==> config.mk <==
export PLATFORM = sky130hd
export DESIGN_NAME = qrci_apb
export DESIGN_NICKNAME = d
export VERILOG_FILES = /design/src/hw/rtl/qrci_pkg.sv /design/src/hw/rtl/qrci_apb.sv
export SDC_FILE = /design/constraint.sdc
export NUM_CORES = 1
export LEC_CHECK = 0
export BUFFER_PORTS_ARGS = -buffer_cell sky130_fd_sc_hd__clkbuf_2
export CAP_MARGIN = 30
export CORE_MARGIN = 5
export CORE_UTILIZATION = 37
export DETAILED_ROUTE_END_ITERATION = 16
export HOLD_SLACK_MARGIN = 0.12
export PLACE_DENSITY = 0.75
export SYNTH_ARGS = -nofsm -noshare
export SYNTH_HDL_FRONTEND = slang
export SYNTH_SLANG_ARGS = --single-unit
==> constraint.sdc <==
create_clock -name clk -period 1.1 [get_ports clk]
set_clock_uncertainty 0.05 [all_clocks]
set_input_delay 0.22 -clock clk [delete_from_list [all_inputs] [get_ports clk]]
set_output_delay 0.22 -clock clk [all_outputs]
set_load 0.005 [all_outputs]
==> src/hw/rtl/qrci_pkg.sv <==
// Shared types, constants and helper functions of the quarter ring cluster integrator.
package qrci_pkg;

    // Store geometry
    localparam int DISK_SLOTS = 8;
    localparam int RINGS      = 5;
    localparam int QUARTERS   = 4;
    localparam int COUNT_BITS = 32;
    localparam int SIDES      = 2;

    // Detector numbering
    localparam logic [3:0] FIRST_DISK = 4'd9;
    localparam logic [3:0] LAST_DISK  = 4'd12;
    localparam logic [3:0] INNER_DISK = 4'd12;
    localparam logic [2:0] MAX_RING   = 3'd5;
    localparam logic [1:0] SIDE_MINUS = 2'd1;
    localparam logic [1:0] SIDE_PLUS  = 2'd2;

    // Input and output field widths
    localparam int CNT_IN_W = 16;
    localparam int OUT_W    = 32;
    localparam int SLOT_W   = 3;
    localparam int EV_W     = 14;
    localparam int WIN_W    = 15;
    localparam logic [WIN_W-1:0] MAX_WINDOW = 15'd16384;

    // Row stores
    localparam int WROWS   = DISK_SLOTS * RINGS;
    localparam int WADDR_W = (WROWS > 1) ? $clog2(WROWS) : 1;
    localparam int IROWS   = SIDES;
    localparam int IADDR_W = (IROWS > 1) ? $clog2(IROWS) : 1;
    localparam int DCNT_W  = (DISK_SLOTS > 1) ? $clog2(DISK_SLOTS) : 1;
    localparam int RCNT_W  = (RINGS > 1) ? $clog2(RINGS) : 1;

    // Operation codes
    localparam logic OP_RECORD = 1'b0;
    localparam logic OP_EVENT  = 1'b1;

    // Row kinds
    localparam logic KIND_WIDE  = 1'b0;
    localparam logic KIND_INNER = 1'b1;

    // Configuration register indexes
    localparam logic REG_WIDE_WIN  = 1'b0;
    localparam logic REG_INNER_WIN = 1'b1;

    typedef logic [COUNT_BITS-1:0] count_t;
    typedef logic [QUARTERS-1:0][COUNT_BITS-1:0] row_t;

    typedef struct packed {
        logic [WIN_W-1:0] wide_win;
        logic [WIN_W-1:0] inner_win;
    } win_cfg_t;

    typedef struct packed {
        logic               wide_rd;
        logic               inner_rd;
        logic [WADDR_W-1:0] wide_addr;
        logic [IADDR_W-1:0] inner_addr;
        logic [SLOT_W-1:0]  disk_slot;
        logic [SLOT_W-1:0]  ring_slot;
        logic               last;
    } flush_cmd_t;

    // Modules per quarter of each ring
    function automatic logic [3:0] quarter_span(input logic [2:0] ring_idx);
        logic [3:0] span;
        case (ring_idx)
            3'd0:    span = 4'd5;
            3'd1:    span = 4'd7;
            3'd2:    span = 4'd9;
            3'd3:    span = 4'd11;
            3'd4:    span = 4'd12;
            default: span = 4'd5;
        endcase
        return span;
    endfunction

    // Map a module position to its quarter of the ring
    function automatic logic [1:0] quarter_of(input logic [2:0] ring_idx,
                                              input logic [5:0] module_pos);
        logic [6:0] q1;
        logic [6:0] q2;
        logic [6:0] q3;
        logic [6:0] m;
        logic [1:0] q;
        q1 = {3'b000, quarter_span(ring_idx)};
        q2 = q1 << 1;
        q3 = q1 + q2;
        m  = {1'b0, module_pos};
        if (m <= q1)
            q = 2'd0;
        else if (m <= q2)
            q = 2'd1;
        else if (m <= q3)
            q = 2'd2;
        else
            q = 2'd3;
        return q;
    endfunction

    // Saturating counter add
    function automatic count_t sat_add(input count_t a, input logic [CNT_IN_W-1:0] b);
        logic [COUNT_BITS:0] s;
        s = {1'b0, a} + (COUNT_BITS + 1)'(b);
        return s[COUNT_BITS] ? {COUNT_BITS{1'b1}} : s[COUNT_BITS-1:0];
    endfunction

    // Clamp a window setting to 1..MAX_WINDOW
    function automatic logic [WIN_W-1:0] eff_window(input logic [WIN_W-1:0] w);
        logic [WIN_W-1:0] e;
        if (w == '0)
            e = WIN_W'(1);
        else if (w > MAX_WINDOW)
            e = MAX_WINDOW;
        else
            e = w;
        return e;
    endfunction

endpackage

==> src/hw/rtl/qrci_apb.sv <==
// APB configuration registers holding the two event windows.
module qrci_apb
    import qrci_pkg::*;
(
    input  logic        clk,
    input  logic        rst_n,
    input  logic        psel,
    input  logic        penable,
    input  logic        pwrite,
    input  logic [2:0]  paddr,
    input  logic [31:0] pwdata,
    output logic [31:0] prdata,
    output logic        pready,
    output win_cfg_t    cfg
);

    logic [WIN_W-1:0] wide_win_reg;
    logic [WIN_W-1:0] inner_win_reg;
    logic             wr_en;

    assign pready = 1'b1;
    assign wr_en  = psel && penable && pwrite;

    // Write the addressed window
    always_ff @(posedge clk or negedge rst_n)
    begin
        if (!rst_n)
        begin
            wide_win_reg  <= WIN_W'(1);
            inner_win_reg <= WIN_W'(1);
        end
        else if (wr_en)
        begin
            case (paddr[2])
                REG_WIDE_WIN:  wide_win_reg  <= pwdata[WIN_W-1:0];
                REG_INNER_WIN: inner_win_reg <= pwdata[WIN_W-1:0];
                default:       wide_win_reg  <= wide_win_reg;
            endcase
        end
    end

    // Return the addressed window
    always_comb
    begin
        case (paddr[2])
            REG_WIDE_WIN:  prdata = {{(32 - WIN_W){1'b0}}, wide_win_reg};
            REG_INNER_WIN: prdata = {{(32 - WIN_W){1'b0}}, inner_win_reg};
            default:       prdata = '0;
        endcase
    end

    assign cfg.wide_win  = wide_win_reg;
    assign cfg.inner_win = inner_win_reg;

endmodule

After elaboration in Yosys (flattened, before gate mapping)

Cells that the tools add are included.

Register bits after elaboration: 30
Bits of input ports: 40
Word-level logic and storage cells: 8
Output and inout port bits: 63

Reduce and logical (&&, ||, !) cells: 4
Bitwise logic cells: 1
Mux-type cells: 1

Operators by type and width:

| kind              | number |
|---|---|
| $pmux 32 s2       | 1 |
| $reduce_and 2->1  | 2 |
| $logic_and 1x1->1 | 2 |
| $not 1->1         | 1 |

Logic depth before layout (Yosys ltp)

Depth in word-level cells: 3
Gate-level depth with buffers: 4
Mapped depth without buffers: 2

Worst setup path after synthesis

Ideal clock, no wire load.

Path kind: input-to-reg
From: input paddr[2]
To: register wide_win_reg[12]
Buffers on the path: 2
Path slack: -86 ps
Data required time: 925 ps
Arrival time: 1011 ps
Stages on the path: 4
Library setup time: 125 ps
Cells stage by stage: buf_6 -> nand4b_4 -> buf_6 -> mux2_4

Longest elaborated chain between the ends: 2

Ends and longest elaborated chain:

| element                           | line           | RTL |
|---|---|---|
| from (decl)                       | qrci_apb.sv:10 | `input logic [2:0] paddr,` |
| $not 1->1 (no source line)        | n/a            |  |
| $reduce_and 2->1 (no source line) | n/a            |  |
| to (signal assigned)              | qrci_apb.sv:35 | `REG_WIDE_WIN: wide_win_reg <= pwdata[WIN_W-1:0];` |
| to (signal assigned)              | qrci_apb.sv:37 | `default: wide_win_reg <= wide_win_reg;` |
| to (decl)                         | qrci_apb.sv:17 | `logic [WIN_W-1:0] wide_win_reg;` |

No other way between the ends.
A chain may end at the register's enable or synchronous reset.

Final worst setup path

From: register wide_win_reg[3]
To: output prdata[3]

Longest elaborated chain between the ends: 1

Ends and longest elaborated chain:

| element     | line           | RTL |
|---|---|---|
| $pmux 32 s2 | qrci_apb.sv:45 | `case (paddr[2])` |
| to (decl)   | qrci_apb.sv:12 | `output logic [31:0] prdata,` |

No other way between the ends. The select of a mux whose other input is x is not followed.

==> summary.log <==
[global_routing] maximum number of pins on one net before global-route repair 19
[global_routing] wire length of the first global-routing pass 5930 um
[cells_and_area] non-filler instance count after layout 258
[power_and_ir_drop] part of the power in combinational logic 42.0%
[critical_path] biggest cell delay along the critical path 400 ps
[critical_path] crit path DAT 1070 ps
[synthesis] asr flop ratio synth 100%
[critical_path] FF-to-FF Start wide_win_reg[0]
[clock_network] buffer levels on the longest clock path 2
[critical_path] register-to-register setup slack 30 ps
[flow_run] max-capacitance violation count 0
[detailed_routing] Via density 4.50
[detailed_routing] post-DR wirelength/cell 15.1 um
[synthesis] synthesis warning total 0
[synthesis] top post-synthesis cells by area dfrtp_1, mux2_2, mux2_4
[clock_network] number of buffers created by CTS 5
[synthesis] commonest register cell after synthesis dfrtp_1
[timing] Final Hold Vio Count 0
[critical_path] Critical-path top delay cell dfrtp_1
[cells_and_area] number of diodes 0
[power_and_ir_drop] Clock Power Share 21.5%
[power_and_ir_drop] Design Power 4.23 mW
[synthesis] library cell with the largest summed area after synthesis dfrtp_1
[critical_path] Setup crit start kind flip-flop
[timing] total of endpoints with negative setup slack in the final report 43
[synthesis] synthesized area per cell 15.1 um2
[detailed_routing] total DRC errors in the routed layout 0
[clock_network] clock slew seen by the registers of the worst setup and hold paths 60 ps
[detailed_routing] antenna-violating nets left 0
[synthesis] share of the synthesized area in the top cell type 46.0%
[global_routing] vias in the first global route 1244
[outcome] status finished, violations left
[synthesis] most frequent cell after synthesis mux2_2
[power_and_ir_drop] power share of the sequential group 36.5%
[detailed_routing] Initial DRC Count 11
[timing] highest attainable clock frequency 748 MHz
[power_and_ir_drop] Power Dens Cells 1740 nW/um2
[cells_and_area] number of nets at the end of the flow 247
[power_and_ir_drop] switching power share of the total 27.0%
[critical_path] crit-path max FO 2
[placed_design] number of I/O port buffers 65
[worst_hold_path] classification of the worst-slack hold path in2reg
[synthesis] synthesized netlist cell count 101
[power_and_ir_drop] leakage power 1.29 nW
[die] die span in y 74.2 um
[placed_design] weighted congestion at the end of routability-driven global placement 0.632
[timing] unrepaired setup endpoints after global routing true
[placed_design] Detailed Place HPWL 2440 um
[clock_network] TritonCTS clock tree done
[die] I/O pin total 103
[power_and_ir_drop] Internal Dissipation 3.09 mW
[cells_and_area] share of cells above drive strength 1 76.9%
[timing] Slew Viols, Final 0
[power_and_ir_drop] Peak supply drop 0.00112 V
[die] number of placement rows 23
[die] area of the die 5500 um2
[global_routing] antenna violations before repair 0
[critical_path] worst setup path class reg2out
[critical_path] type of element capturing the critical path output pin
[critical_path] worst-path cell chain mux2_4, clkbuf_2
[outcome] failing checks setup timing
[clock_network] count of H-tree levels built during CTS 2
[synthesis] count of cell types in the netlist 10
[detailed_routing] DR vias 1161
[detailed_routing] first-pass iteration count of the detailed router 4
[cells_and_area] layout-stage area growth over the synthesis result 59.5%
[timing] minimum period implied by the final worst setup slack 1340 ps
[placed_design] setup slack after placement -248 ps
[die] area inside the core boundary 4000 um2
[clock_network] Root Buffer Master clkbuf_8
[clock_network] clock net sink count 30
[critical_path] Setup crit end prdata[3]
[power_and_ir_drop] switching power 1.14 mW
[synthesis] portion of the post-synthesis area used by sequential elements 49.4%
[clock_network] worst-skew pair later-pin latency 280 ps
[placed_design] number of placed cells counting well taps 219
[synthesis] Netlist Area Pre-Place 1520 um2
[global_routing] residual overflow from global routing 0
[critical_path] Critical R2R Capture wide_win_reg[0]
[die] initial standard-cell utilization of the core 38.1%
[critical_path] worst setup path startpoint wide_win_reg[3]
[global_routing] GRT Total Usage 14.5%
[synthesis] top post-synthesis cells by count mux2_2, dfrtp_1, buf_4
[die] die span in x 74.2 um
[timing] Period Utilization, post-route 122%
[synthesis] number of synthesized register bits 30
[critical_path] data required time at the worst endpoint 830 ps
[critical_path] r2r worst-path depth 4
[synthesis] EDFF count, synth 0
[timing] setup ws final -237 ps
[detailed_routing] Routed Wire Length 3890 um
==> critical path, delay by kind of cell (launching register included) <==
| family | cells | cell delay, ps |
|---|---|---|
| buffers and inverters | 1 | 110 |
| flip-flops | 1 | 400 |
| multiplexers | 1 | 280 |
==> through the flow <==
| stage | instance area [um2] | hold slack [ps] | utilization [%] | TNS, ps |
|---|---|---|---|---|
| 2_1_floorplan | 1580 | -126 | - | -1420 |
| 3_3_place_gp | 1900 | 105 | 47.6 | -9110 |
| 3_5_place_dp | 1900 | 116 | 47.6 | -9490 |
| 4_1_cts | 2210 | 120 | 55.3 | -5730 |
| 5_1_grt | 2430 | 129 | 60.8 | -7110 |
| 6_report | 2430 | 133 | 60.8 | -5580 |
==> layout make-up <==
| type | instances | area, um2 |
|---|---|---|
| clock inverter | 1 | 5.00 |
| sequential | 30 | 753 |
| clock buffer | 7 | 86.3 |
| timing repair buffer | 105 | 845 |
| tap | 50 | 62.6 |
| fill | 313 | 1570 |
| multi-input combinational | 65 | 679 |
==> cells by family after synthesis <==
logic type / count (synthesis) / synth area share, %
buffers and inverters: 22 / 11.4
DFF: 30 / 49.4
muxes: 45 / 35.7
other: 2 / 0.493
and+or+nand+nor: 2 / 2.96
==> power groups by stage <==
stage	logic [mW]	registers, mW	clock network (mW)
after detailed placement	1.06	1.55	0
after global placement	1.04	1.54	0
after global routing	1.92	1.57	0.986
after floorplan	0.514	1.55	0
after CTS	1.44	1.51	0.953
final	1.78	1.55	0.908
==> worst min-delay path by stage <==
stage                from  depth (start not counted)  slack [ps]                 to
6_report        pwdata[6]                          2         130   inner_win_reg[6]
5_1_grt        pwdata[13]                          2         130   wide_win_reg[13]
4_1_cts         pwdata[3]                          2         120    wide_win_reg[3]
3_5_place_dp        rst_n                          1         120    wide_win_reg[9]
3_3_place_gp        rst_n                          1         100   inner_win_reg[9]
2_1_floorplan       rst_n                          0        -130  inner_win_reg[10]
==> cells in the final DEF, fill, tap and decap left out <==
cell type,instances
clkbuf_8,6
buf_4,9
mux2_4,16
nand4_4,1
dlygate4sd3_1,1
buf_6,39
buf_12,3
mux2_2,29
clkbuf_2,52
dfstp_2,2
nand4b_4,1
dfrtp_1,28
conb_1,18
clkbuf_1,1
clkbuf_4,1
clkinv_2,1
==> timing repair <==
action	4_1_cts	5_1_grt
pin swaps	0	0
endpoints found under the setup margin	22	43
hold endpoints to repair	17	0
buffers inserted	23	11
hold buffers	1	0
gates resized for setup	10	39
==> per-layer routing <==
metal  wire (um)  part of all wire, %  vias to the layer above  global-route usage [%]
li1            -                    -                      523                       -
met1        1510                   39                      572                    17.3
met2        1970                   51                       62                    24.7
met3         371                  9.5                        4                    5.00
met4          41                  1.1                        0                    4.23
met5           0                    0                        -                       0
Power figures use the tool's default switching activity.
