## src/hw/rtl/qrci_pkg.sv

```systemverilog
// Shared types, constants and helper functions of the quarter ring cluster integrator.
package qrci_pkg;

    // Store geometry
    localparam int DISK_SLOTS = 8;
    localparam int RINGS      = 5;
    localparam int QUARTERS   = 4;
    localparam int COUNT_BITS = 32;
    localparam int SIDES      = 2;

    // Detector numbering
    localparam logic [3:0] FIRST_DISK = 4'd9;
    localparam logic [3:0] LAST_DISK  = 4'd12;
    localparam logic [3:0] INNER_DISK = 4'd12;
    localparam logic [2:0] MAX_RING   = 3'd5;
    localparam logic [1:0] SIDE_MINUS = 2'd1;
    localparam logic [1:0] SIDE_PLUS  = 2'd2;

    // Input and output field widths
    localparam int CNT_IN_W = 16;
    localparam int OUT_W    = 32;
    localparam int SLOT_W   = 3;
    localparam int EV_W     = 14;
    localparam int WIN_W    = 15;
    localparam logic [WIN_W-1:0] MAX_WINDOW = 15'd16384;

    // Row stores
    localparam int WROWS   = DISK_SLOTS * RINGS;
    localparam int WADDR_W = (WROWS > 1) ? $clog2(WROWS) : 1;
    localparam int IROWS   = SIDES;
    localparam int IADDR_W = (IROWS > 1) ? $clog2(IROWS) : 1;
    localparam int DCNT_W  = (DISK_SLOTS > 1) ? $clog2(DISK_SLOTS) : 1;
    localparam int RCNT_W  = (RINGS > 1) ? $clog2(RINGS) : 1;

    // Operation codes
    localparam logic OP_RECORD = 1'b0;
    localparam logic OP_EVENT  = 1'b1;

    // Row kinds
    localparam logic KIND_WIDE  = 1'b0;
    localparam logic KIND_INNER = 1'b1;

    // Configuration register indexes
    localparam logic REG_WIDE_WIN  = 1'b0;
    localparam logic REG_INNER_WIN = 1'b1;

    typedef logic [COUNT_BITS-1:0] count_t;
    typedef logic [QUARTERS-1:0][COUNT_BITS-1:0] row_t;

    typedef struct packed {
        logic [WIN_W-1:0] wide_win;
        logic [WIN_W-1:0] inner_win;
    } win_cfg_t;

    typedef struct packed {
        logic               wide_rd;
        logic               inner_rd;
        logic [WADDR_W-1:0] wide_addr;
        logic [IADDR_W-1:0] inner_addr;
        logic [SLOT_W-1:0]  disk_slot;
        logic [SLOT_W-1:0]  ring_slot;
        logic               last;
    } flush_cmd_t;

    // Modules per quarter of each ring
    function automatic logic [3:0] quarter_span(input logic [2:0] ring_idx);
        logic [3:0] span;
        case (ring_idx)
            3'd0:    span = 4'd5;
            3'd1:    span = 4'd7;
            3'd2:    span = 4'd9;
            3'd3:    span = 4'd11;
            3'd4:    span = 4'd12;
            default: span = 4'd5;
        endcase
        return span;
    endfunction

    // Map a module position to its quarter of the ring
    function automatic logic [1:0] quarter_of(input logic [2:0] ring_idx,
                                              input logic [5:0] module_pos);
        logic [6:0] q1;
        logic [6:0] q2;
        logic [6:0] q3;
        logic [6:0] m;
        logic [1:0] q;
        q1 = {3'b000, quarter_span(ring_idx)};
        q2 = q1 << 1;
        q3 = q1 + q2;
        m  = {1'b0, module_pos};
        if (m <= q1)
            q = 2'd0;
        else if (m <= q2)
            q = 2'd1;
        else if (m <= q3)
            q = 2'd2;
        else
            q = 2'd3;
        return q;
    endfunction

    // Saturating counter add
    function automatic count_t sat_add(input count_t a, input logic [CNT_IN_W-1:0] b);
        logic [COUNT_BITS:0] s;
        s = {1'b0, a} + (COUNT_BITS + 1)'(b);
        return s[COUNT_BITS] ? {COUNT_BITS{1'b1}} : s[COUNT_BITS-1:0];
    endfunction

    // Clamp a window setting to 1..MAX_WINDOW
    function automatic logic [WIN_W-1:0] eff_window(input logic [WIN_W-1:0] w);
        logic [WIN_W-1:0] e;
        if (w == '0)
            e = WIN_W'(1);
        else if (w > MAX_WINDOW)
            e = MAX_WINDOW;
        else
            e = w;
        return e;
    endfunction

endpackage

```

## src/hw/rtl/qrci_flush.sv

```systemverilog
// Flush sequencer: walks the wide rows, the inner rows or both (wide first), one read a cycle.
module qrci_flush
    import qrci_pkg::*;
(
    input  logic       clk,
    input  logic       rst_n,
    input  logic       start_wide,
    input  logic       start_inner,
    output logic       busy,
    output flush_cmd_t cmd
);

    localparam logic [1:0] S_IDLE  = 2'd0;
    localparam logic [1:0] S_WIDE  = 2'd1;
    localparam logic [1:0] S_INNER = 2'd2;

    logic [1:0]         state_reg;
    logic [1:0]         state_next;
    logic               inner_pend_reg;
    logic               inner_pend_next;
    logic [WADDR_W-1:0] row_reg;
    logic [WADDR_W-1:0] row_next;
    logic [DCNT_W-1:0]  d_reg;
    logic [DCNT_W-1:0]  d_next;
    logic [RCNT_W-1:0]  r_reg;
    logic [RCNT_W-1:0]  r_next;
    logic [IADDR_W-1:0] s_reg;
    logic [IADDR_W-1:0] s_next;
    logic               wide_end;
    logic               inner_end;

    assign wide_end  = (row_reg == WADDR_W'(WROWS - 1));
    assign inner_end = (s_reg == IADDR_W'(IROWS - 1));
    assign busy      = (state_reg != S_IDLE);

    // Advance through the rows
    always_comb
    begin
        state_next      = state_reg;
        inner_pend_next = inner_pend_reg;
        row_next        = row_reg;
        d_next          = d_reg;
        r_next          = r_reg;
        s_next          = s_reg;
        case (state_reg)
            S_IDLE:
            begin
                row_next        = '0;
                d_next          = '0;
                r_next          = '0;
                s_next          = '0;
                inner_pend_next = start_inner;
                if (start_wide)
                    state_next = S_WIDE;
                else if (start_inner)
                    state_next = S_INNER;
            end
            S_WIDE:
            begin
                row_next = row_reg + WADDR_W'(1);
                if (r_reg == RCNT_W'(RINGS - 1))
                begin
                    r_next = '0;
                    d_next = d_reg + DCNT_W'(1);
                end
                else
                begin
                    r_next = r_reg + RCNT_W'(1);
                end
                if (wide_end)
                    state_next = inner_pend_reg ? S_INNER : S_IDLE;
            end
            S_INNER:
            begin
                s_next = s_reg + IADDR_W'(1);
                if (inner_end)
                    state_next = S_IDLE;
            end
            default:
            begin
                state_next = S_IDLE;
            end
        endcase
    end

    always_ff @(posedge clk or negedge rst_n)
    begin
        if (!rst_n)
        begin
            state_reg      <= S_IDLE;
            inner_pend_reg <= 1'b0;
            row_reg        <= '0;
            d_reg          <= '0;
            r_reg          <= '0;
            s_reg          <= '0;
        end
        else
        begin
            state_reg      <= state_next;
            inner_pend_reg <= inner_pend_next;
            row_reg        <= row_next;
            d_reg          <= d_next;
            r_reg          <= r_next;
            s_reg          <= s_next;
        end
    end

    // Drive the read command for the current row
    always_comb
    begin
        cmd.wide_rd    = (state_reg == S_WIDE);
        cmd.inner_rd   = (state_reg == S_INNER);
        cmd.wide_addr  = row_reg;
        cmd.inner_addr = s_reg;
        if (state_reg == S_INNER)
        begin
            cmd.disk_slot = SLOT_W'(s_reg);
            cmd.ring_slot = '0;
            cmd.last      = inner_end;
        end
        else
        begin
            cmd.disk_slot = SLOT_W'(d_reg);
            cmd.ring_slot = SLOT_W'(r_reg);
            cmd.last      = wide_end && !inner_pend_reg;
        end
    end

endmodule

```

## config.mk

```make
export PLATFORM = sky130hd
export DESIGN_NAME = qrci_flush
export DESIGN_NICKNAME = d
export VERILOG_FILES = /design/src/hw/rtl/qrci_pkg.sv /design/src/hw/rtl/qrci_flush.sv
export SDC_FILE = /design/constraint.sdc
export NUM_CORES = 1
export LEC_CHECK = 0
export BUFFER_PORTS_ARGS = -buffer_cell sky130_fd_sc_hd__buf_2
export CORE_MARGIN = 2
export CORE_UTILIZATION = 30
export DETAILED_ROUTE_END_ITERATION = 16
export GPL_ROUTABILITY_DRIVEN = 0
export MAX_ROUTING_LAYER = met4
export SYNTH_ARGS = -nofsm -noshare
export SYNTH_HDL_FRONTEND = slang
export SYNTH_SLANG_ARGS = --single-unit
```

## constraint.sdc

```tcl
create_clock -name clk -period 2.8 [get_ports clk]
set_input_delay 0.28 -clock clk [delete_from_list [all_inputs] [get_ports clk]]
set_output_delay 0.28 -clock clk [all_outputs]
set_load 0.01 [all_outputs]
```

# After elaboration in Yosys (flattened, before gate mapping)
# Cells that the tools add are included.
# totals
ramBits	0
input_bits	4
mem_bits_ro	0
latch_bits	0
regBits	16
output_inout_bits	17
memories	0
# op_classes
eq_ne	8
order_cmp	0
n_shift	0
n_reduce_logical	8
muxes	13
add_sub_neg	4
n_mul	0
n_bitwise	0
div	0
# ops
operator	count
3-bit case mux with 2 select lines	2
6-bit case mux with 2 select lines	1
2-bit 2-to-1 mux	5
7-bit 2-to-1 mux	1
3-bit by 1-bit adder with 3-bit output (second input constant)	2
6-bit by 1-bit adder with 6-bit output (second input constant)	1
6-bit equality test (second input constant)	1
3-bit 2-to-1 mux	2
2-bit by 1-bit != test with 1-bit output (second input constant)	3
2-bit case mux with 3 select lines	1
2-bit nonzero test	3
3-bit equality test (second input constant)	1
3-bit != test (second input constant)	1
3-bit AND reduction	1
2-bit by 1-bit equality test with 1-bit output (second input constant)	1
2-bit equality test (second input constant)	1
2-bit zero test	1
1-bit case mux with 2 select lines	1
2-bit AND reduction	1
1-bit adder (second input constant)	1
1-bit logical AND	1
1-bit zero test	1

# Depth between registers and ports, before layout
# Gate-level depths: netlist of run 1.
# logic_depth
ltp_word	3
depth_mapped	5
ltp_nobuf	5

# Worst setup path before layout of run 1
# OpenSTA, ideal clock, no wires.
# synth_timing
path_kind	register to output
from	register row_reg[0]
to	output port cmd[0] (netlist name)
stages_incl_launch_ff	4
arrival_ps	1254
path_slack_ps	1266
cell_sequence	dfrtp_1 > ha_1 > nand4b_1 > o41ai_1
# synth_rtl
element	line	text
from (decl)	qrci_flush.sv:21	logic [WADDR_W-1:0] row_reg;
from (signal assigned)	qrci_flush.sv:101	row_reg <= row_next;
to (decl)	qrci_flush.sv:10	output flush_cmd_t cmd

==> reports/results.txt, run 1 <==
status = complete, no violations
CP startpoint kind = register
# DRC = 0
max FFs per register = 6
area growth from synthesis to layout = 16.43%
nets = 121
Power Density = 1051 nW/µm²
Mapped Cells = 91
FP Rows = 19
htree depth = 1
Die Wd = 58.03 µm
setup TNS = 0 ps
number of library cell types mapped by synthesis = 29
Register Area = 400.4 µm²
CTS resizes = 0
DP Wirelength = 1.357 mm
Die ar. = 3367 µm²
Vias = 705
commonest cells after routing, fill and taps aside = 20 x buf_2, 16 x dfrtp_1, 15 x nand2_1
Starting Density = 31.76%
clock-pin slew on the worst setup and hold paths = 80 ps
GR Util All Layers = 12.05%
root buffer cell = clkbuf_4
Antenna Nets Post-Route = 0
max cap viols = 0
die height = 58.03 µm
IO buf count = 20
layout filler cell count = 295
register area share after synthesis = 45.71%
post-layout util = 36.98%
dpl ws = 995.0 ps
M1 wire length = 887 µm
I/O pins = 21
Worst Path Arrival = 1830 ps
met2 wire length = 760 µm
DR pass1 iterations = 4
clk buf depth = 2
Core Footprint = 2758 µm²
post-layout min period = 2106 ps
Final setup viols = 0
total power = 1.071 mW
worst setup path class = reg -> out
synthesized area = 875.8 µm²
Skew-Pair Late Insertion Delay = 280 ps
Hold Crit Class = in -> reg
vias in the first global route = 697
Slew Viols, Final = 0
Period Utilization, post-route = 75.22%
worst setup margin = 693.8 ps
Worst setup EP type = primary output
footprint of the multi-input gates = 429.2 µm²
Worst Tran Pin Value = 558.5 ps
first-pass GRT wire length = 3.049 mm
vias per cell = 4.965
RSZ-0062 raised after global routing = no
initial antenna violation count = 0
Slew headroom = 62.77%
Max Used Layer = met3
CTS tree = done
post-synth net total = 99
Clock Skew = 6.048 ps
metal3 WL = 97 µm
FMAX = 0.4748 GHz
# diodes = 0
pin count of the biggest net entering global routing = 22
Critical Path Fanout Max = 21
most common cell after layout, fill and taps aside = buf_2
total wire length = 1.744 mm
final hold vios = 0
share of layout cells above drive strength 1 = 24.32%
total CTS buffers = 3
Fin Hold WS = 255.1 ps
number of clock sinks = 16
WL/cell = 12.28 µm
peak supply drop = 0.5220 mV
Post-CTS Setup Bufs = 0
synthesized area per cell = 9.625 µm²
DR iter-0 viols = 22
Synth Register Bits = 16
CP required = 2520 ps
GRT Residual Overflow = 0
Pleak = 0.5053 nW
yosys warns = 0
## synthesized netlist by cell type
| cell | number | area [µm²] |
|---|---|---|
| a21oi_1 | 1 | 5.000 |
| xor2_1 | 1 | 8.760 |
| nand4b_1 | 1 | 8.760 |
| buf_4 | 1 | 7.510 |
| nor2_1 | 7 | 26.28 |
| clkbuf_1 | 1 | 3.750 |
| a211oi_1 | 1 | 7.510 |
| nand2_1 | 15 | 56.30 |
| nand4b_4 | 1 | 23.77 |
| a221o_1 | 1 | 10.01 |
| ha_1 | 4 | 50.05 |
| mux2_2 | 2 | 22.52 |
| or3_1 | 1 | 6.260 |
| nand3_1 | 8 | 40.04 |
| inv_1 | 5 | 18.77 |
| or2b_1 | 1 | 7.510 |
| buf_2 | 1 | 5.000 |
| o311ai_0 | 2 | 17.52 |
| o21ai_0 | 6 | 30.03 |
| a31o_2 | 1 | 8.760 |
| nor3b_1 | 3 | 22.52 |
| o41ai_1 | 1 | 8.760 |
| or4b_1 | 2 | 20.02 |
| and2_1 | 3 | 18.77 |
| buf_6 | 1 | 11.26 |
| a22o_1 | 2 | 17.52 |
| nand2b_1 | 1 | 6.260 |
| dfrtp_1 | 16 | 400.4 |
| and3_1 | 1 | 6.260 |
## timing repair
action,4_1_cts,5_1_grt
endpoints found under the setup margin,0,0
hold endpoints to repair,16,0
hold buffers,1,0
## layout make-up
cell class	count	share of cell area [%]
repair buffers	21	10.80
multi-input cells	66	42.09
clock buffers	3	2.209
flip-flops and latches	16	39.26
well taps	31	3.804
inverters	5	1.840
## report_power, final
| part | internal (mW) | switching (mW) |
|---|---|---|
| Clock | 0.0498 | 0.0634 |
| Sequential | 0.334 | 0.146 |
| Combinational | 0.236 | 0.242 |
| Total | 0.621 | 0.451 |
## logic make-up after synthesis
group,after synthesis,share of synthesized area (%)
simple gates,44,27.72
flops,16,45.71
compound gates,15,12.00
buf+inv,9,5.285
fa+ha+maj,4,5.715
mux,2,2.571
xor+xnor,1,1.000
## routing by layer
layer  global-route usage (%)  up-vias
li1                         -      365
met1                    16.78      316
met2                    17.53       24
met3                    4.464        0
met4                   0.9967        0
met5                        -        -
## worst max-delay path, stage by stage (launching register included)
cell and delay (ps):
dfrtp_1 590, or2b_1 340, inv_1 120, o41ai_1 310
buf_2 190
## metrics by stage
stage	std cells	instance area [µm²]
finish	142	1020
global route	142	1020
CTS	142	1020
detailed placement	138	987.2
global placement	138	987.2
floorplan	91	875.8
## worst paths after layout
path	slack (ps)	end	from	cells past startpoint
setup / recovery	690	cmd[0]	state_reg[1]$_DFFE_PN0P_	4
hold / removal	260	inner_pend_reg$_DFFE_PN0P_	start_inner	2
setup reg to reg	1280	d_reg[0]$_DFFE_PN0P_	r_reg[0]$_DFFE_PN0P_	5
hold reg to reg	520	r_reg[0]$_DFFE_PN0P_	r_reg[0]$_DFFE_PN0P_	2
max in group asynchronous	2110	row_reg[4]$_DFFE_PN0P_	rst_n	2
min in group asynchronous	430	row_reg[2]$_DFFE_PN0P_	rst_n	2
No activity file was read; power rests on OpenSTA's default activity.
==> inputs of run 2 (changes only) <==
==> constraint.sdc (replaced) <==
create_clock -name clk -period 1.74 [get_ports clk]
set_input_delay 0.174 -clock clk [delete_from_list [all_inputs] [get_ports clk]]
set_output_delay 0.174 -clock clk [all_outputs]
set_load 0.01 [all_outputs]
==> run 2 against run 1 <==
  * Clock skew increased by 5.9 ps
  * Worst setup slack got worse by 580 ps
  * Non-clock buffer count increased by 5
  * Via count increased by 6.1%
  * Clock power increased by 120%
  * Combinational power increased by 89%
  * Wire length increased by 10%
  * Global-route usage increased by 2.3 points
  * First-iteration DRC count decreased by 64%
  * Critical endpoint unchanged
==> reports/results.txt, run 2 (synthesis gave the netlist of run 1 again) <==
clock share of power = 13.5%
Layout Cells excl Fill = 148
Slowest cell on crit path = dfrtp_2
Power Density = 1730 nW/µm²
clock-pin slew on the worst setup and hold paths = 100 ps
Pleak = 0.5421 nW
FP Rows = 19
status = complete, no violations
root buffer cell = clkbuf_4
DP Wirelength = 1.409 mm
Die ar. = 3367 µm²
crit-path cells = ha_2, nand4b_1, o41ai_2, buf_2
GR Util All Layers = 14.38%
CTS tree = done
max cap viols = 0
die height = 58.03 µm
crit-path leading delay family = flip-flops
Critical Path Fanout Max = 4
final hold vios = 0
DR pass1 iterations = 4
FMAX = 0.6135 GHz
Hold Crit Class = in -> reg
RSZ-0062 raised after global routing = no
worst setup path class = reg -> out
most common cell after layout, fill and taps aside = buf_2
Final setup viols = 0
share of layout cells above drive strength 1 = 31.62%
Hold Path Cell Cnt = 2
Worst setup EP type = primary output
buffers and inverters on the worst path = 1
Sw Pwr = 0.7661 mW
number of clock sinks = 16
max FFs per register = 6
Core Footprint = 2758 µm²
critical path depth = 4
pin count of the biggest net entering global routing = 21
placed insts = 140
# DRC = 0
commonest cells after routing, fill and taps aside = 20 x buf_2, 15 x nand2_1, 15 x dfrtp_1
nets = 126
Slew Viols, Final = 0
post-layout min period = 1630 ps
Switching Share = 40.78%
WL/cell = 12.99 µm
Comb power frac = 48.0%
I/O pins = 21
DR iter-0 viols = 8
Worst Tran Pin Value = 369.7 ps
Pint = 1.112 mW
total CTS buffers = 3
CP required = 1570 ps
CP startpoint kind = register
initial antenna violation count = 0
Skew-Pair Late Insertion Delay = 300 ps
Slew headroom = 75.35%
area growth from synthesis to layout = 24.00%
vias per cell = 5.054
total wire length = 1.922 mm
worst r2r path cells = 5
# diodes = 0
clk buf depth = 2
peak supply drop = 0.8064 mV
vias in the first global route = 788
setup TNS = 0 ps
IO buf count = 20
Die Wd = 58.03 µm
first-pass GRT wire length = 3.581 mm
htree depth = 1
GRT Residual Overflow = 0
Period Utilization, post-route = 93.67%
Starting Density = 31.76%
sequential power share = 38.5%
biggest cell delay along the critical path = 400 ps
Antenna Nets Post-Route = 0
Clock Skew = 11.91 ps
Worst Path Arrival = 1460 ps
Vias = 748
==> run 2: power groups by stage <==
stage	combinational (mW)	sequential, mW	clock, mW
after floorplan	0.534	0.741	0
after global placement	0.807	0.731	0
after detailed placement	0.829	0.743	0
after CTS	0.874	0.726	0.266
after global routing	1.04	0.761	0.281
final	0.902	0.723	0.254
==> run 2: worst reg2reg max path, delay by kind of cell (launching register included) <==
family	cells	cell delay [ps]
and+or+nand+nor	3	710
DFF	1	410
adders and majority gates	1	210
buffers and inverters	1	100
==> run 2: final timing paths <==
path | slack (ps) | to | startpoint
max | 110 | cmd[0] | row_reg[0]$_DFFE_PN0P_
min | 130 | inner_pend_reg$_DFFE_PN0P_ | start_inner
max in group asynchronous | 1140 | row_reg[0]$_DFFE_PN0P_ | rst_n
min reg2reg | 520 | r_reg[0]$_DFFE_PN0P_ | r_reg[0]$_DFFE_PN0P_
max reg2reg | 250 | d_reg[0]$_DFFE_PN0P_ | r_reg[0]$_DFFE_PN0P_
min in group asynchronous | 310 | d_reg[1]$_DFFE_PN0P_ | rst_n
==> run 2: per-stage QoR <==
stage	hold WS (ps)	setup slack, ps	utilization, %	power (mW)	cell area, µm²
floorplan	-121.6	312.0	-	1.275	875.8
global placement	109.5	284.6	36.34	1.538	1002
detailed placement	117.0	270.1	36.34	1.572	1002
CTS	115.4	11.43	38.43	1.866	1060
global route	116.6	5.238	39.38	2.081	1086
finish	130.4	110.1	39.38	1.878	1086
==> run 2: layout make-up <==
| type | count | area, µm² |
|---|---|---|
| Multi-Input combinational cell | 66 | 442.9 |
| Inverter | 5 | 18.77 |
| Clock buffer | 4 | 36.28 |
| Fill cell | 290 | 1672 |
| Tap cell | 31 | 38.79 |
| Timing Repair Buffer | 26 | 147.6 |
| Sequential cell | 16 | 401.6 |
==> run 2: routing by layer <==
layer  vias to the layer above  wire [µm]  GRT usage [%]
li1                        377          -              -
met1                       351        942          18.36
met2                        16        866          22.24
met3                         4         92          4.911
met4                         0         21          2.990
met5                         -          0              -
==> run 2: what timing repair did <==
action,in CTS,in global routing
endpoints found under the setup margin,1,1
endpoints found under the hold margin,16,0
resized for setup,2,2
buffers inserted,1,2
hold buffers,1,0
pin swaps,0,1
==> inputs of run 3 (changes only) <==
--- a/config.mk
+++ b/config.mk
@@ -5,6 +5,7 @@
 export SDC_FILE = /design/constraint.sdc
 export NUM_CORES = 1
 export LEC_CHECK = 0
+export ABC_AREA = 1
 export BUFFER_PORTS_ARGS = -buffer_cell sky130_fd_sc_hd__buf_2
 export CORE_MARGIN = 2
 export CORE_UTILIZATION = 30
==> run 3 against run 2 <==
  * Combinational power down 16%
  * Clock power shrank 3%
  * Cell area is 4.8% lower
  * Wire length decreased by 8.3%
  * Clock skew fell by 12 ps
  * Utilization fell by 1.2 points
==> reports/results.txt, run 3 <==
worst reg2reg path startpoint = r_reg[0]$_DFFE_PN0P_
Max Used Layer = met4
htree depth = 1
Slew headroom = 75.35%
Die ar. = 3242 µm²
CP required = 1570 ps
Synth Register Bits = 16
Switching Share = 43.11%
CP Capture Point = cmd[0]
status = complete, no violations
number of clock sinks = 16
most common cell in the netlist = nand2_1
Area contributors post-synth = dfrtp_1 48%, nand2_1 8.5%, nor2_1 6.7%
Power Density = 1556 nW/µm²
Period Utilization, post-route = 91.88%
met2 wire length = 780 µm
commonest cells after routing, fill and taps aside = 20 x buf_2, 19 x nand2_1, 16 x dfrtp_1
Sw Pwr = 0.6934 mW
yosys warns = 0
sequential power share = 37.6%
final hold vios = 0
register area share after synthesis = 47.62%
layout filler cell count = 296
# DRC = 0
Yosys top cell by area = dfrtp_1
share of layout cells above drive strength 1 = 26.72%
Synth top cells by count = 19 x nand2_1, 16 x dfrtp_1, 15 x nor2_1, 14 x inv_1, 11 x o21ai_0
Hold Path Cell Cnt = 3
Worst setup startpoint = row_reg[1]$_DFFE_PN0P_
synthesized area = 840.8 µm²
Layout Cells excl Fill = 162
total CTS buffers = 3
root buffer cell = clkbuf_4
Worst R2R Setup Slack = 490 ps
Mapped Cells = 105
FMAX = 0.6255 GHz
CTS tree = done
peak supply drop = 0.8027 mV
Synth async-reset ratio = 100.0%
number of library cell types mapped by synthesis = 19
post-layout min period = 1599 ps
DP Wirelength = 1.355 mm
EDFF count, synth = 0
first-pass GRT wire length = 3.049 mm
die height = 56.94 µm
synthesized area per cell = 8.008 µm²
metal3 WL = 118 µm
FF-to-FF End = d_reg[2]$_DFFE_PN0P_
Clock Skew = 0.3482 ps
max cap viols = 0
final instance area = 1033 µm²
clk buf depth = 2
M1 wire length = 844 µm
post-synth net total = 113
post-synth top area share = 47.62%
setup TNS = 0 ps
worst setup margin = 141.2 ps
RSZ-0062 raised after global routing = no
DR iter-0 viols = 39
Slew Viols, Final = 0
Final setup viols = 0
I/O pins = 21
clock-pin slew on the worst setup and hold paths = 90 ps
Worst setup EP type = primary output
GR Util All Layers = 12.46%
placed insts = 155
worst setup path class = reg -> out
dpl ws = 420.5 ps
FP Rows = 19
WL/cell = 10.88 µm
post-layout util = 38.13%
nets = 140
Worst Tran Pin Value = 369.7 ps
most common cell after layout, fill and taps aside = buf_2
footprint of the multi-input gates = 365.4 µm²
CP startpoint kind = register
Placed Area = 972.2 µm²
vias in the first global route = 674
IO buf count = 20
Vias = 730
worst r2r path cells = 6
DR pass1 iterations = 4
top_reg_cell synth = dfrtp_1
Pint = 0.9151 mW
Core Footprint = 2710 µm²
Comb power frac = 47.0%
Skew-Pair Late Insertion Delay = 290 ps
Hold Crit Class = in -> reg
Register Area = 400.4 µm²
clock share of power = 15.3%
Die Wd = 56.94 µm
initial antenna violation count = 0
Starting Density = 31.02%
Pleak = 0.5666 nW
total wire length = 1.762 mm
Antenna Nets Post-Route = 0
# diodes = 0
max FFs per register = 6
area growth from synthesis to layout = 22.92%
Worst Path Arrival = 1420 ps
vias per cell = 4.506
GRT Residual Overflow = 0
pin count of the biggest net entering global routing = 17
Critical Path Fanout Max = 3
[run 3: changes by cell type after synthesis, sizes merged, moves of 2 or more]
| cell | before | now |
|---|---|---|
| inv | 5 | 18 |
| and2 | 3 | 0 |
| mux2 | 2 | 0 |
| or4b | 2 | 0 |
| o311ai | 2 | 0 |
| buf | 3 | 1 |
| nor2 | 7 | 17 |
| nand4b | 2 | 0 |
| o21ai | 6 | 12 |
| nor3b | 3 | 0 |
| nand2 | 15 | 21 |
[run 3: power by group through the flow]
stage / combinational, mW / sequential [mW] / clock (mW)
finish: 0.756 / 0.605 / 0.247
global route: 0.867 / 0.629 / 0.273
CTS: 0.731 / 0.616 / 0.259
detailed placement: 0.726 / 0.625 / 0
global placement: 0.712 / 0.616 / 0
floorplan: 0.495 / 0.615 / 0
[run 3: logic make-up after synthesis]
logic type / count (synthesis) / share of synthesized area, %
adders and majority gates: 4 / 5.953
and+or+nand+nor: 46 / 22.92
buffers and inverters: 19 / 8.928
DFF: 16 / 47.62
AOI/OAI and AO/OA: 17 / 11.46
xor gates and xnor gates: 3 / 3.126
[run 3: worst min path at each step]
stage	end	slack, ps	start
finish	inner_pend_reg$_DFFE_PN0P_	110	start_inner
global route	inner_pend_reg$_DFFE_PN0P_	140	start_inner
CTS	inner_pend_reg$_DFFE_PN0P_	110	start_inner
detailed placement	r_reg[2]$_DFFE_PN0P_	110	rst_n
global placement	r_reg[2]$_DFFE_PN0P_	110	rst_n
floorplan	d_reg[0]$_DFFE_PN0P_	-120	rst_n
[run 3: what timing repair did]
action	in CTS	in global routing
hold endpoints to repair	16	0
endpoints found under the setup margin	0	1
gates resized for setup	0	0
hold buffers	1	0
buffers inserted	0	2
[run 3: critical path: stages, from the launching register on]
cell,delay (ps)
dfrtp_1,390
ha_1,190
nand2_1,60
nor2_1,110
nand3_1,100
o21ai_0,140
buf_2,150
[run 3: area by class of cell]
cell class | count | area share [%]
multi-input combinational | 70 | 35.35
clock buffer | 4 | 3.511
sequential | 16 | 38.74
inverter | 18 | 6.538
tap | 31 | 3.753
timing repair buffer | 23 | 12.11
[run 3: layer usage]
| layer | up-vias | track usage, % |
|---|---|---|
| met5 | - | - |
| met4 | 0 | 2.990 |
| met3 | 4 | 4.308 |
| met2 | 20 | 19.05 |
| met1 | 324 | 15.95 |
| li1 | 382 | - |
[run 3: through the flow]
| stage | hold slack [ps] | total power, mW |
|---|---|---|
| 2_1_floorplan | -121.6 | 1.109 |
| 3_3_place_gp | 111.8 | 1.327 |
| 3_5_place_dp | 114.0 | 1.351 |
| 4_1_cts | 109.2 | 1.606 |
| 5_1_grt | 140.7 | 1.770 |
| 6_report | 113.6 | 1.608 |
